[config.mk]
export PLATFORM = sky130hd
export DESIGN_NAME = gmf_reduce
export DESIGN_NICKNAME = d
export VERILOG_FILES = /design/src/sv/assert_macros.svh /design/src/sv/gmf_pkg.sv /design/src/sv/gmf_reduce.sv
export SDC_FILE = /design/constraint.sdc
export NUM_CORES = 1
export LEC_CHECK = 0
export ABC_CLOCK_PERIOD_IN_PS = 13500
export BUFFER_PORTS_ARGS = -buffer_cell sky130_fd_sc_hd__buf_2
export CAP_MARGIN = 25
export CORE_ASPECT_RATIO = 0.7
export CORE_MARGIN = 1.5
export CORE_UTILIZATION = 55
export DETAILED_ROUTE_END_ITERATION = 10
export GPL_ROUTABILITY_DRIVEN = 0
export PLACE_DENSITY = 0.82
export SLEW_MARGIN = 20
export SYNTH_ARGS = -nofsm -noshare
export SYNTH_HDL_FRONTEND = slang
export SYNTH_SLANG_ARGS = --single-unit
export TNS_END_PERCENT = 5
[constraint.sdc]
create_clock -name vclk -period 13.5
set_input_delay 1.35 -clock vclk [all_inputs]
set_output_delay 1.35 -clock vclk [all_outputs]
set_load 0.02 [all_outputs]
[src/sv/assert_macros.svh]
// Assertion macros used by the morphology filter top level.
`ifndef ASSERT_MACROS_SVH
`define ASSERT_MACROS_SVH

// Property that must hold at every clock edge outside reset.
`define GMF_ASSERT_ALWAYS(label, prop, msg) \
   label: assert property (@(posedge clock) disable iff (reset) (prop)) else $error(msg);

// Condition that must hold in the cycle after a trigger.
`define GMF_ASSERT_NEXT(label, trig, prop, msg) \
   label: assert property (@(posedge clock) disable iff (reset) (trig) |=> (prop)) else $error(msg);

`endif

[src/sv/gmf_pkg.sv]
// Types, constants and helper functions of the grayscale morphology filter.
package gmf_pkg;

   localparam int PIX_W       = 8;
   localparam int KERNEL      = 3;
   localparam int HALF        = KERNEL / 2;
   localparam int WIN_SIZE    = KERNEL * KERNEL;
   localparam int MAX_WIDTH   = 1024;
   localparam int MAX_HEIGHT  = 4096;
   localparam int COL_W       = $clog2(MAX_WIDTH);
   localparam int WIDTH_W     = 11;
   localparam int HEIGHT_W    = 13;
   localparam int ROW_W       = 13;
   localparam int MASK_W      = 9;
   localparam int CSR_DATA_W  = 13;
   localparam int CSR_INDEX_W = 2;
   localparam int LINE_W      = PIX_W * (KERNEL - 1);
   localparam int TREE_LEAVES = 1 << $clog2(WIN_SIZE);
   localparam int FIFO_DEPTH  = 4;
   localparam int FIFO_PTR_W  = $clog2(FIFO_DEPTH);
   localparam int FIFO_CNT_W  = $clog2(FIFO_DEPTH + 1);

   localparam logic [WIDTH_W-1:0]  WIDTH_RESET  = WIDTH_W'(640);
   localparam logic [HEIGHT_W-1:0] HEIGHT_RESET = HEIGHT_W'(480);
   localparam logic [MASK_W-1:0]   MASK_RESET   = MASK_W'(186);

   typedef logic [PIX_W-1:0] pix_type;

   // Configuration register indexes
   typedef enum logic [CSR_INDEX_W-1:0] {
      CSR_IMAGE_WIDTH  = 2'd0,
      CSR_IMAGE_HEIGHT = 2'd1,
      CSR_DILATE_MODE  = 2'd2,
      CSR_KERNEL_MASK  = 2'd3
   } csr_index_type;

   // Control shared by every window cell
   typedef struct packed {
      logic shift;
      logic dilate;
   } win_ctrl_type;

   // Neutral value of the reduction: 255 for minimum, 0 for maximum
   function automatic pix_type identity_pix(input logic dilate);
      identity_pix = dilate ? '0 : '1;
   endfunction

   // Minimum or maximum of two pixels
   function automatic pix_type pick_pix(input logic dilate, input pix_type a, input pix_type b);
      if (dilate) begin
         pick_pix = (a > b) ? a : b;
      end else begin
         pick_pix = (a < b) ? a : b;
      end
   endfunction

   // Mask bit of a window position; positions beyond the mask are disabled
   function automatic logic mask_bit(input logic [MASK_W-1:0] mask, input int unsigned pos);
      mask_bit = 1'b0;
      if (pos < MASK_W) begin
         mask_bit = mask[pos];
      end
   endfunction

endpackage

[src/sv/gmf_reduce.sv]
// Balanced min/max tree over the masked window terms.
module gmf_reduce
   import gmf_pkg::*;
(
   input  logic    dilate,
   input  pix_type terms [WIN_SIZE],
   output pix_type result
);

   pix_type node [1:2*TREE_LEAVES-1];

   // Fill the leaves, pad with the neutral value, then fold level by level
   always_comb begin
      for (int j = 0; j < TREE_LEAVES; j++) begin
         if (j < WIN_SIZE) begin
            node[TREE_LEAVES + j] = terms[j];
         end else begin
            node[TREE_LEAVES + j] = identity_pix(dilate);
         end
      end
      for (int i = TREE_LEAVES - 1; i >= 1; i--) begin
         node[i] = pick_pix(dilate, node[2*i], node[2*i+1]);
      end
   end

   assign result = node[1];

endmodule

==> impl_metrics.ini <==
[timing]
drv_slew = 0
finalCritPeriodShare_pct = 83.6
max_freq_mhz = 88.6
layout_min_cycle_time_ps = 11290
hold_violations = 0
slew_headroom_pct = 36.7
setup_viol = 0
rsz0062_at_grt = false
layout_setup_ws_ps = 2210
tns_ps = 0
fin_hold_ws_ps = 3340
tightestPinTransition_ps = 950

[layout]
design.seq.count = 0
syn2layout_area_growth_pct = 14.5
finalInstanceArea_mm2 = 0.00372
layout_common_cells = ha_1, buf_2, inv_1, a21oi_1, mux2i_1
seqCellArea_um2 = 0
final_nets = 639
fin_cells = 553
final_util_pct = 65.0
fill_cells = 506
multi_input_area_mm2 = 0.00303
layout_commonest_cell = ha_1
n_clock_buffer = 0
antennaDiodeCount = 0
drive_gt1_share_pct = 24.7

[grt]
grt_max_degree = 49
grtUsageTotal_pct = 27.2
grt.overflow.total = 0
antenna_found_initial = 0
grt_pass1_vias = 3254
grt_first_pass_wirelength_mm = 14.2

[drt]
dr.pass1.iters = 4
drt-total-wl_mm = 8.31
ant_nets = 0
drtIter0Drc = 125
drc_errors = 0
wire_per_inst_um = 15.0
vias_per_cell = 5.87
vias = 3245

[placed_design]
dp_slack_ps = 2310
port_buffers = 81
dp.cells = 553
place.detailed.hpwl_mm = 7.47
placed_area_mm2 = 0.00372

[worst_setup_path]
arrival_ps = 9940
startpoint = dilate
cp.required_ps = 12150
cpMaxStageDelayCell = mux2i_1
crit_type = input port to output pin
endpoint = result[1]
cp.depth = 31
cp-end-kind = output pin
crit_fanout = 48
cp_top_family = compound AO/OA/AOI/OAI gates
worst-path-buf-inv = 3
cp-start-kind = input port
critical-path-max-stage-delay_ps = 750

[die]
row_count = 23
core_mm2 = 0.00573
fp.dieH_um = 67.3
die_w_um = 94.9
die_area_mm2 = 0.00639
io_pins = 81
start_util_pct = 56.8

[job]
maxCapViolations = 0

[cts]
cts.repair.resized = 0
cts_setup_buffers = 0
cts_hold_buf = 0

[synthesis]
synthCells = 404
synth_cell_type_count = 46
ys_warn_count = 0
syn_area_mm2 = 0.00325
mappedNetlistNets = 563
synth_area_per_cell_um2 = 8.05
seq_area_frac_synth_pct = 0

[worst_hold_path]
hold_path_class = input port to output pin

[pwr]
report.power.total_uw = 334
powerDensity_mw_per_mm2 = 89.6
leakagePower_nw = 1.97
vdd_ir_drop_max_uv = 90.8

[run_status]
status = finished clean
logic make-up after synthesis:
group / share of synthesized area [%]
muxes: 17.9
buffers and inverters: 7.00
AOI/OAI and AO/OA: 30.6
adders and majority gates: 33.1
and+or+nand+nor: 11.5
metal layers:
layer / part of all wire (%) / up-vias / GRT usage, %
met5: 0 / - / 0
met2: 46 / 94 / 49.3
met4: 0.23 / 0 / 2.61
met3: 5.8 / 4 / 3.04
li1: - / 1673 / -
met1: 48 / 1474 / 36.0
worst min path at each step:
stage | to | cells after the start | start | slack, ps
floorplan | result[0] | 4 | terms[0] | 3050
global placement | result[0] | 6 | terms[0] | 3330
detailed placement | result[0] | 6 | terms[0] | 3330
CTS | result[0] | 6 | terms[0] | 3330
global route | result[7] | 6 | terms[63] | 3400
finish | result[0] | 6 | terms[0] | 3340
final cells by class:
type | instances | area share [%]
well taps | 75 | 2.52
multi-input cells | 345 | 81.2
repair buffers | 82 | 11.1
inverters | 51 | 5.14
where the power goes:
group / switching [mW] / internal, mW / total [mW]
Clock: 0 / 0 / 0
Sequential: 0 / 0 / 0
Combinational: 0.193 / 0.140 / 0.334
synth_stat cells (all sizes together) (7+ instances only):
| master | instances | area share [%] |
|---|---|---|
| a21o | 9 | 2.1 |
| a21oi | 46 | 7.3 |
| buf | 7 | 1.0 |
| ha | 86 | 33 |
| inv | 51 | 5.9 |
| mux2 | 13 | 5.0 |
| mux2i | 37 | 13 |
| nand2 | 13 | 1.5 |
| nand3 | 8 | 1.2 |
| nand4 | 16 | 3.1 |
| nor2 | 24 | 2.8 |
| nor2b | 9 | 1.7 |
| o211ai | 9 | 2.7 |
| o21a | 8 | 1.8 |
| o21ai | 28 | 5.1 |
| o2bb2ai | 7 | 1.9 |
Note: power is estimated with default switching activity, not from simulation.
