===== config.mk =====
export PLATFORM = sky130hd
export DESIGN_NAME = gmf_cell
export DESIGN_NICKNAME = d
export VERILOG_FILES = /design/src/sv/assert_macros.svh /design/src/sv/gmf_pkg.sv /design/src/sv/gmf_cell.sv
export SDC_FILE = /design/constraint.sdc
export NUM_CORES = 1
export LEC_CHECK = 0
export BUFFER_PORTS_ARGS = -buffer_cell sky130_fd_sc_hd__buf_2
export CORE_AREA = 2 2 39 41
export CTS_CLUSTER_DIAMETER = 150
export DETAILED_ROUTE_END_ITERATION = 8
export DIE_AREA = 0 0 41 43
export RECOVER_POWER = 100
export SLEW_MARGIN = 20
export SYNTH_ARGS = -nofsm -noshare
export SYNTH_HDL_FRONTEND = slang
export SYNTH_SLANG_ARGS = --single-unit

===== constraint.sdc =====
create_clock -name clock -period 1.77 [get_ports clock]
set_clock_uncertainty 0.2 [all_clocks]
set_input_delay 0.177 -clock clock [delete_from_list [all_inputs] [get_ports clock]]
set_output_delay 0.177 -clock clock [all_outputs]
set_load 0.005 [all_outputs]

===== src/sv/assert_macros.svh =====
// Assertion macros used by the morphology filter top level.
`ifndef ASSERT_MACROS_SVH
`define ASSERT_MACROS_SVH

// Property that must hold at every clock edge outside reset.
`define GMF_ASSERT_ALWAYS(label, prop, msg) \
   label: assert property (@(posedge clock) disable iff (reset) (prop)) else $error(msg);

// Condition that must hold in the cycle after a trigger.
`define GMF_ASSERT_NEXT(label, trig, prop, msg) \
   label: assert property (@(posedge clock) disable iff (reset) (trig) |=> (prop)) else $error(msg);

`endif


===== src/sv/gmf_pkg.sv =====
// Types, constants and helper functions of the grayscale morphology filter.
package gmf_pkg;

   localparam int PIX_W       = 8;
   localparam int KERNEL      = 3;
   localparam int HALF        = KERNEL / 2;
   localparam int WIN_SIZE    = KERNEL * KERNEL;
   localparam int MAX_WIDTH   = 1024;
   localparam int MAX_HEIGHT  = 4096;
   localparam int COL_W       = $clog2(MAX_WIDTH);
   localparam int WIDTH_W     = 11;
   localparam int HEIGHT_W    = 13;
   localparam int ROW_W       = 13;
   localparam int MASK_W      = 9;
   localparam int CSR_DATA_W  = 13;
   localparam int CSR_INDEX_W = 2;
   localparam int LINE_W      = PIX_W * (KERNEL - 1);
   localparam int TREE_LEAVES = 1 << $clog2(WIN_SIZE);
   localparam int FIFO_DEPTH  = 4;
   localparam int FIFO_PTR_W  = $clog2(FIFO_DEPTH);
   localparam int FIFO_CNT_W  = $clog2(FIFO_DEPTH + 1);

   localparam logic [WIDTH_W-1:0]  WIDTH_RESET  = WIDTH_W'(640);
   localparam logic [HEIGHT_W-1:0] HEIGHT_RESET = HEIGHT_W'(480);
   localparam logic [MASK_W-1:0]   MASK_RESET   = MASK_W'(186);

   typedef logic [PIX_W-1:0] pix_type;

   // Configuration register indexes
   typedef enum logic [CSR_INDEX_W-1:0] {
      CSR_IMAGE_WIDTH  = 2'd0,
      CSR_IMAGE_HEIGHT = 2'd1,
      CSR_DILATE_MODE  = 2'd2,
      CSR_KERNEL_MASK  = 2'd3
   } csr_index_type;

   // Control shared by every window cell
   typedef struct packed {
      logic shift;
      logic dilate;
   } win_ctrl_type;

   // Neutral value of the reduction: 255 for minimum, 0 for maximum
   function automatic pix_type identity_pix(input logic dilate);
      identity_pix = dilate ? '0 : '1;
   endfunction

   // Minimum or maximum of two pixels
   function automatic pix_type pick_pix(input logic dilate, input pix_type a, input pix_type b);
      if (dilate) begin
         pick_pix = (a > b) ? a : b;
      end else begin
         pick_pix = (a < b) ? a : b;
      end
   endfunction

   // Mask bit of a window position; positions beyond the mask are disabled
   function automatic logic mask_bit(input logic [MASK_W-1:0] mask, input int unsigned pos);
      mask_bit = 1'b0;
      if (pos < MASK_W) begin
         mask_bit = mask[pos];
      end
   endfunction

endpackage


===== src/sv/gmf_cell.sv =====
// One window cell: holds a pixel, takes its neighbour's on shift, masks its term.
module gmf_cell
   import gmf_pkg::*;
(
   input  logic         clock,
   input  logic         reset,
   input  win_ctrl_type ctrl,
   input  logic         enable,
   input  pix_type      pix_in,
   output pix_type      pix_out,
   output pix_type      term
);

   pix_type pix_ff;

   // Take the neighbour's pixel when an item moves the window
   always_ff @(posedge clock) begin
      if (reset) begin
         pix_ff <= '0;
      end else if (ctrl.shift) begin
         pix_ff <= pix_in;
      end
   end

   assign pix_out = pix_ff;
   // Disabled positions contribute the neutral value
   assign term = enable ? pix_ff : identity_pix(ctrl.dilate);

endmodule


==> results.md <==
- Slew @ Worst Pin: a little under 0.3 ns
- Hold depth: 2
- Final setup vio count: 0
- Detailed Routing Iterations Pass 1: 5
- Fmax: between 0.6 and 0.7 GHz
- Worst skew pair latency: roughly 0.25 ns
- Ranking of synthesized cells by area: dfxtp_1 42%, mux2i_1 21%, a21oi_1 10%, inv_1 7.8%, nor2_1 7.8%
- P per Cell Area: about 690 mW/mm2
- Commonest non-fill, non-tap cell in the layout: buf_2
- Initial antenna violation count: 0
- R2r setup slk: 0.40 ns
- Critical path capture point type: register
- Crit path time final: around 1.6 ns
- Slew Limit Fails: 0
- Routed WL: 1030 um
- DR vias/cell: approximately 4.3
- Worst path cell trace: dlygate4sd3_1, buf_2, mux2i_1, nor2_1, dlygate4sd3_1
- Status: completed
- Syn Std Cell Area: around 380 um2
- Syn_nets: 58
- Max transition margin: between 80% and 90%
- RSZ-0062 raised after global routing: false
- Worst-path clk slew: around 0.060 ns
- Largest net degree at the start of global routing: 10
- Fin Setup TNS: 0 ns
- Synth Warn #: 0
- Final hold vios: 0
- Clock share of power: 31.6%
- Design area: 627 um2
- Most Frequent Cell on Critical Path: dlygate4sd3_1
- CTS Buf Count: 3
- Worst Hold End: pix_out[7]
- Number of global-route vias before repair: 357
- Yosys reg bits: 8
- P_leak: just over 0.3 nW
- Starting Density: between 20 and 30%
- CTS tree: built
- Max-cap violations: 0
- Inserted Diodes: 0
- Final worst setup slack: roughly 0.15 ns
- Die Wd: around 40 um
- Vias: between 400 and 500
- Sequential share of power: 46.1%
- Hold crit path type: primary input to register
- Setup WS pre-CTS: 0.579 ns
- Top cell type's share of synthesized area: a little over two fifths
- CTS sink count: 8
- WS Path Type: primary input to register
- Core area: roughly 0.0014 mm2
- DR WL/cell: 10.4 um
- VDD IR-drop max: around 220 uV
- Post-DRT Antenna Nets: 0
- Period utilization: between 90% and 100%
- Worst r2r dst: pix_out[6]
- GPL Wtd Cong: 0.566
- Die ar.: ~0.0018 mm2
- Slowest Stage Delay on Critical Path: 0.54 ns
- Worst Reg-to-Reg Cells: 3
- Seq/Total Area, Yosys: about two fifths
- Biggest area consumer among synthesized cells: dfxtp_1
- RR Startpoint: pix_out[6]
- I/O Pins: 29
- Final HPWL DP: 706 um
- WHS: approximately 0.0096 ns
- Max FFs per register: 8
- Sw Share: 25.3%
- Global Route Usage Sum: between 10% and 20%
- Startpoint Class: primary input
- Gate power share: between 20% and 30%
- Worst hold start: reset
- Ratio of cells with drive above 1 in the final layout: between 20 and 25%
- Drt initial violations: 2
- Int Power: 0.000323 W
- I/O Buffers: 28
- Rows: 14
- # DRC: 0
- Congestion Overflow GR: 0
- Area grow syn2layout: 63.7%
- Net Switching: around 0.00011 W
- CP required: 1.71 ns
- DIE HEIGHT: ~43 um
- Nets: 98
- Critical-path top delay cell: dlygate4sd3_1
- Post_cts resized: 0
- Max H-tree Level: 1
- Global-route wire length before repair: roughly 1400 um
- Arrival time at the worst endpoint: about 1.6 ns
- Post-Synthesis Mean Instance Area: 8.51 um2
- Clock Tree Buf Depth: 2
- Cells after Synth: 45
- Root buf cell: clkbuf_4
- Postcts setup bufs: 0
- CP Max Fanout: 1
- Placed cell areas: between 500 and 600 um2
- Count of cell types in the netlist: 9
- Most frequent cells in the layout: 16 x buf_2, 12 x clkbuf_1, 11 x dlygate4sd3_1
-- Yosys cell counts --
| cell type | count |
|---|---|
| a21oi_1 | 8 |
| dfxtp_1 | 8 |
| inv_1 | 8 |
| mux2i_1 | 8 |
| nor2_1 | 8 |
| buf_6 | 2 |
| buf_1 | 1 |
| buf_4 | 1 |
| nor2b_2 | 1 |
-- power by group through the flow --
stage	logic, W	registers, W	clock network [W]
3_5_place_dp	0.0000821	0.000202	0
4_1_cts	0.000101	0.000199	0.000140
6_report	0.0000967	0.000199	0.000136
5_1_grt	0.000108	0.000200	0.000153
2_1_floorplan	0.0000458	0.000203	0
3_3_place_gp	0.0000812	0.000202	0
-- layer usage --
metal,vias to the layer above,global-route usage [%],share of wire [%]
met5,-,0,0
met4,0,8.00,0
met3,0,6.28,9.9
met2,21,19.1,46
met1,184,12.3,44
li1,219,-,-
-- area by class of cell --
class	count	area (um2)
Fill cell	152	757
Timing Repair Buffer	39	235
Sequential cell	8	160
Multi-Input combinational cell	25	159
Inverter	8	30.0
Clock buffer	3	22.5
Tap cell	16	20.0
-- critical path, delay by kind of cell --
kind | cells | cell delay (ns)
mux | 1 | 0.14
simple gates | 1 | 0.05
buf+inv | 3 | 1.19
-- through the flow --
| stage | std cells | utilization [%] | total power [W] |
|---|---|---|---|
| 6_report | 99 | 45.3 | 0.000432 |
| 5_1_grt | 99 | 45.3 | 0.000461 |
| 4_1_cts | 99 | 46.4 | 0.000440 |
| 3_5_place_dp | 85 | 36.8 | 0.000285 |
| 3_3_place_gp | 85 | 36.8 | 0.000283 |
| 2_1_floorplan | 45 | - | 0.000249 |
-- cell families (layout without fill, tap and decap cells) --
group | count (synthesis) | after routing | share of synthesized area, %
AND/OR/NAND/NOR | 9 | 9 | 10.1
buffers and inverters | 12 | 50 | 16.7
AO/OA/AOI/OAI | 8 | 8 | 10.5
flip-flops | 8 | 8 | 41.8
multiplexers | 8 | 8 | 20.9
-- worst max path at each step --
stage,start,endpoint,slack [ns],cells after the start
detailed placement,enable,term[5],0.58,4
floorplan,enable,term[0],0.82,4
finish,pix_in[6],pix_out[6],0.15,5
global placement,enable,term[4],0.61,4
CTS,pix_in[6],pix_out[6],0.17,5
global route,pix_in[6],pix_out[6],0.10,5
-- timing repair --
action                                  4_1_cts  5_1_grt
hold buffers                                 11        0
endpoints found under the setup margin        0        0
hold endpoints to repair                      8        0
No activity file was read; power rests on OpenSTA's default activity.
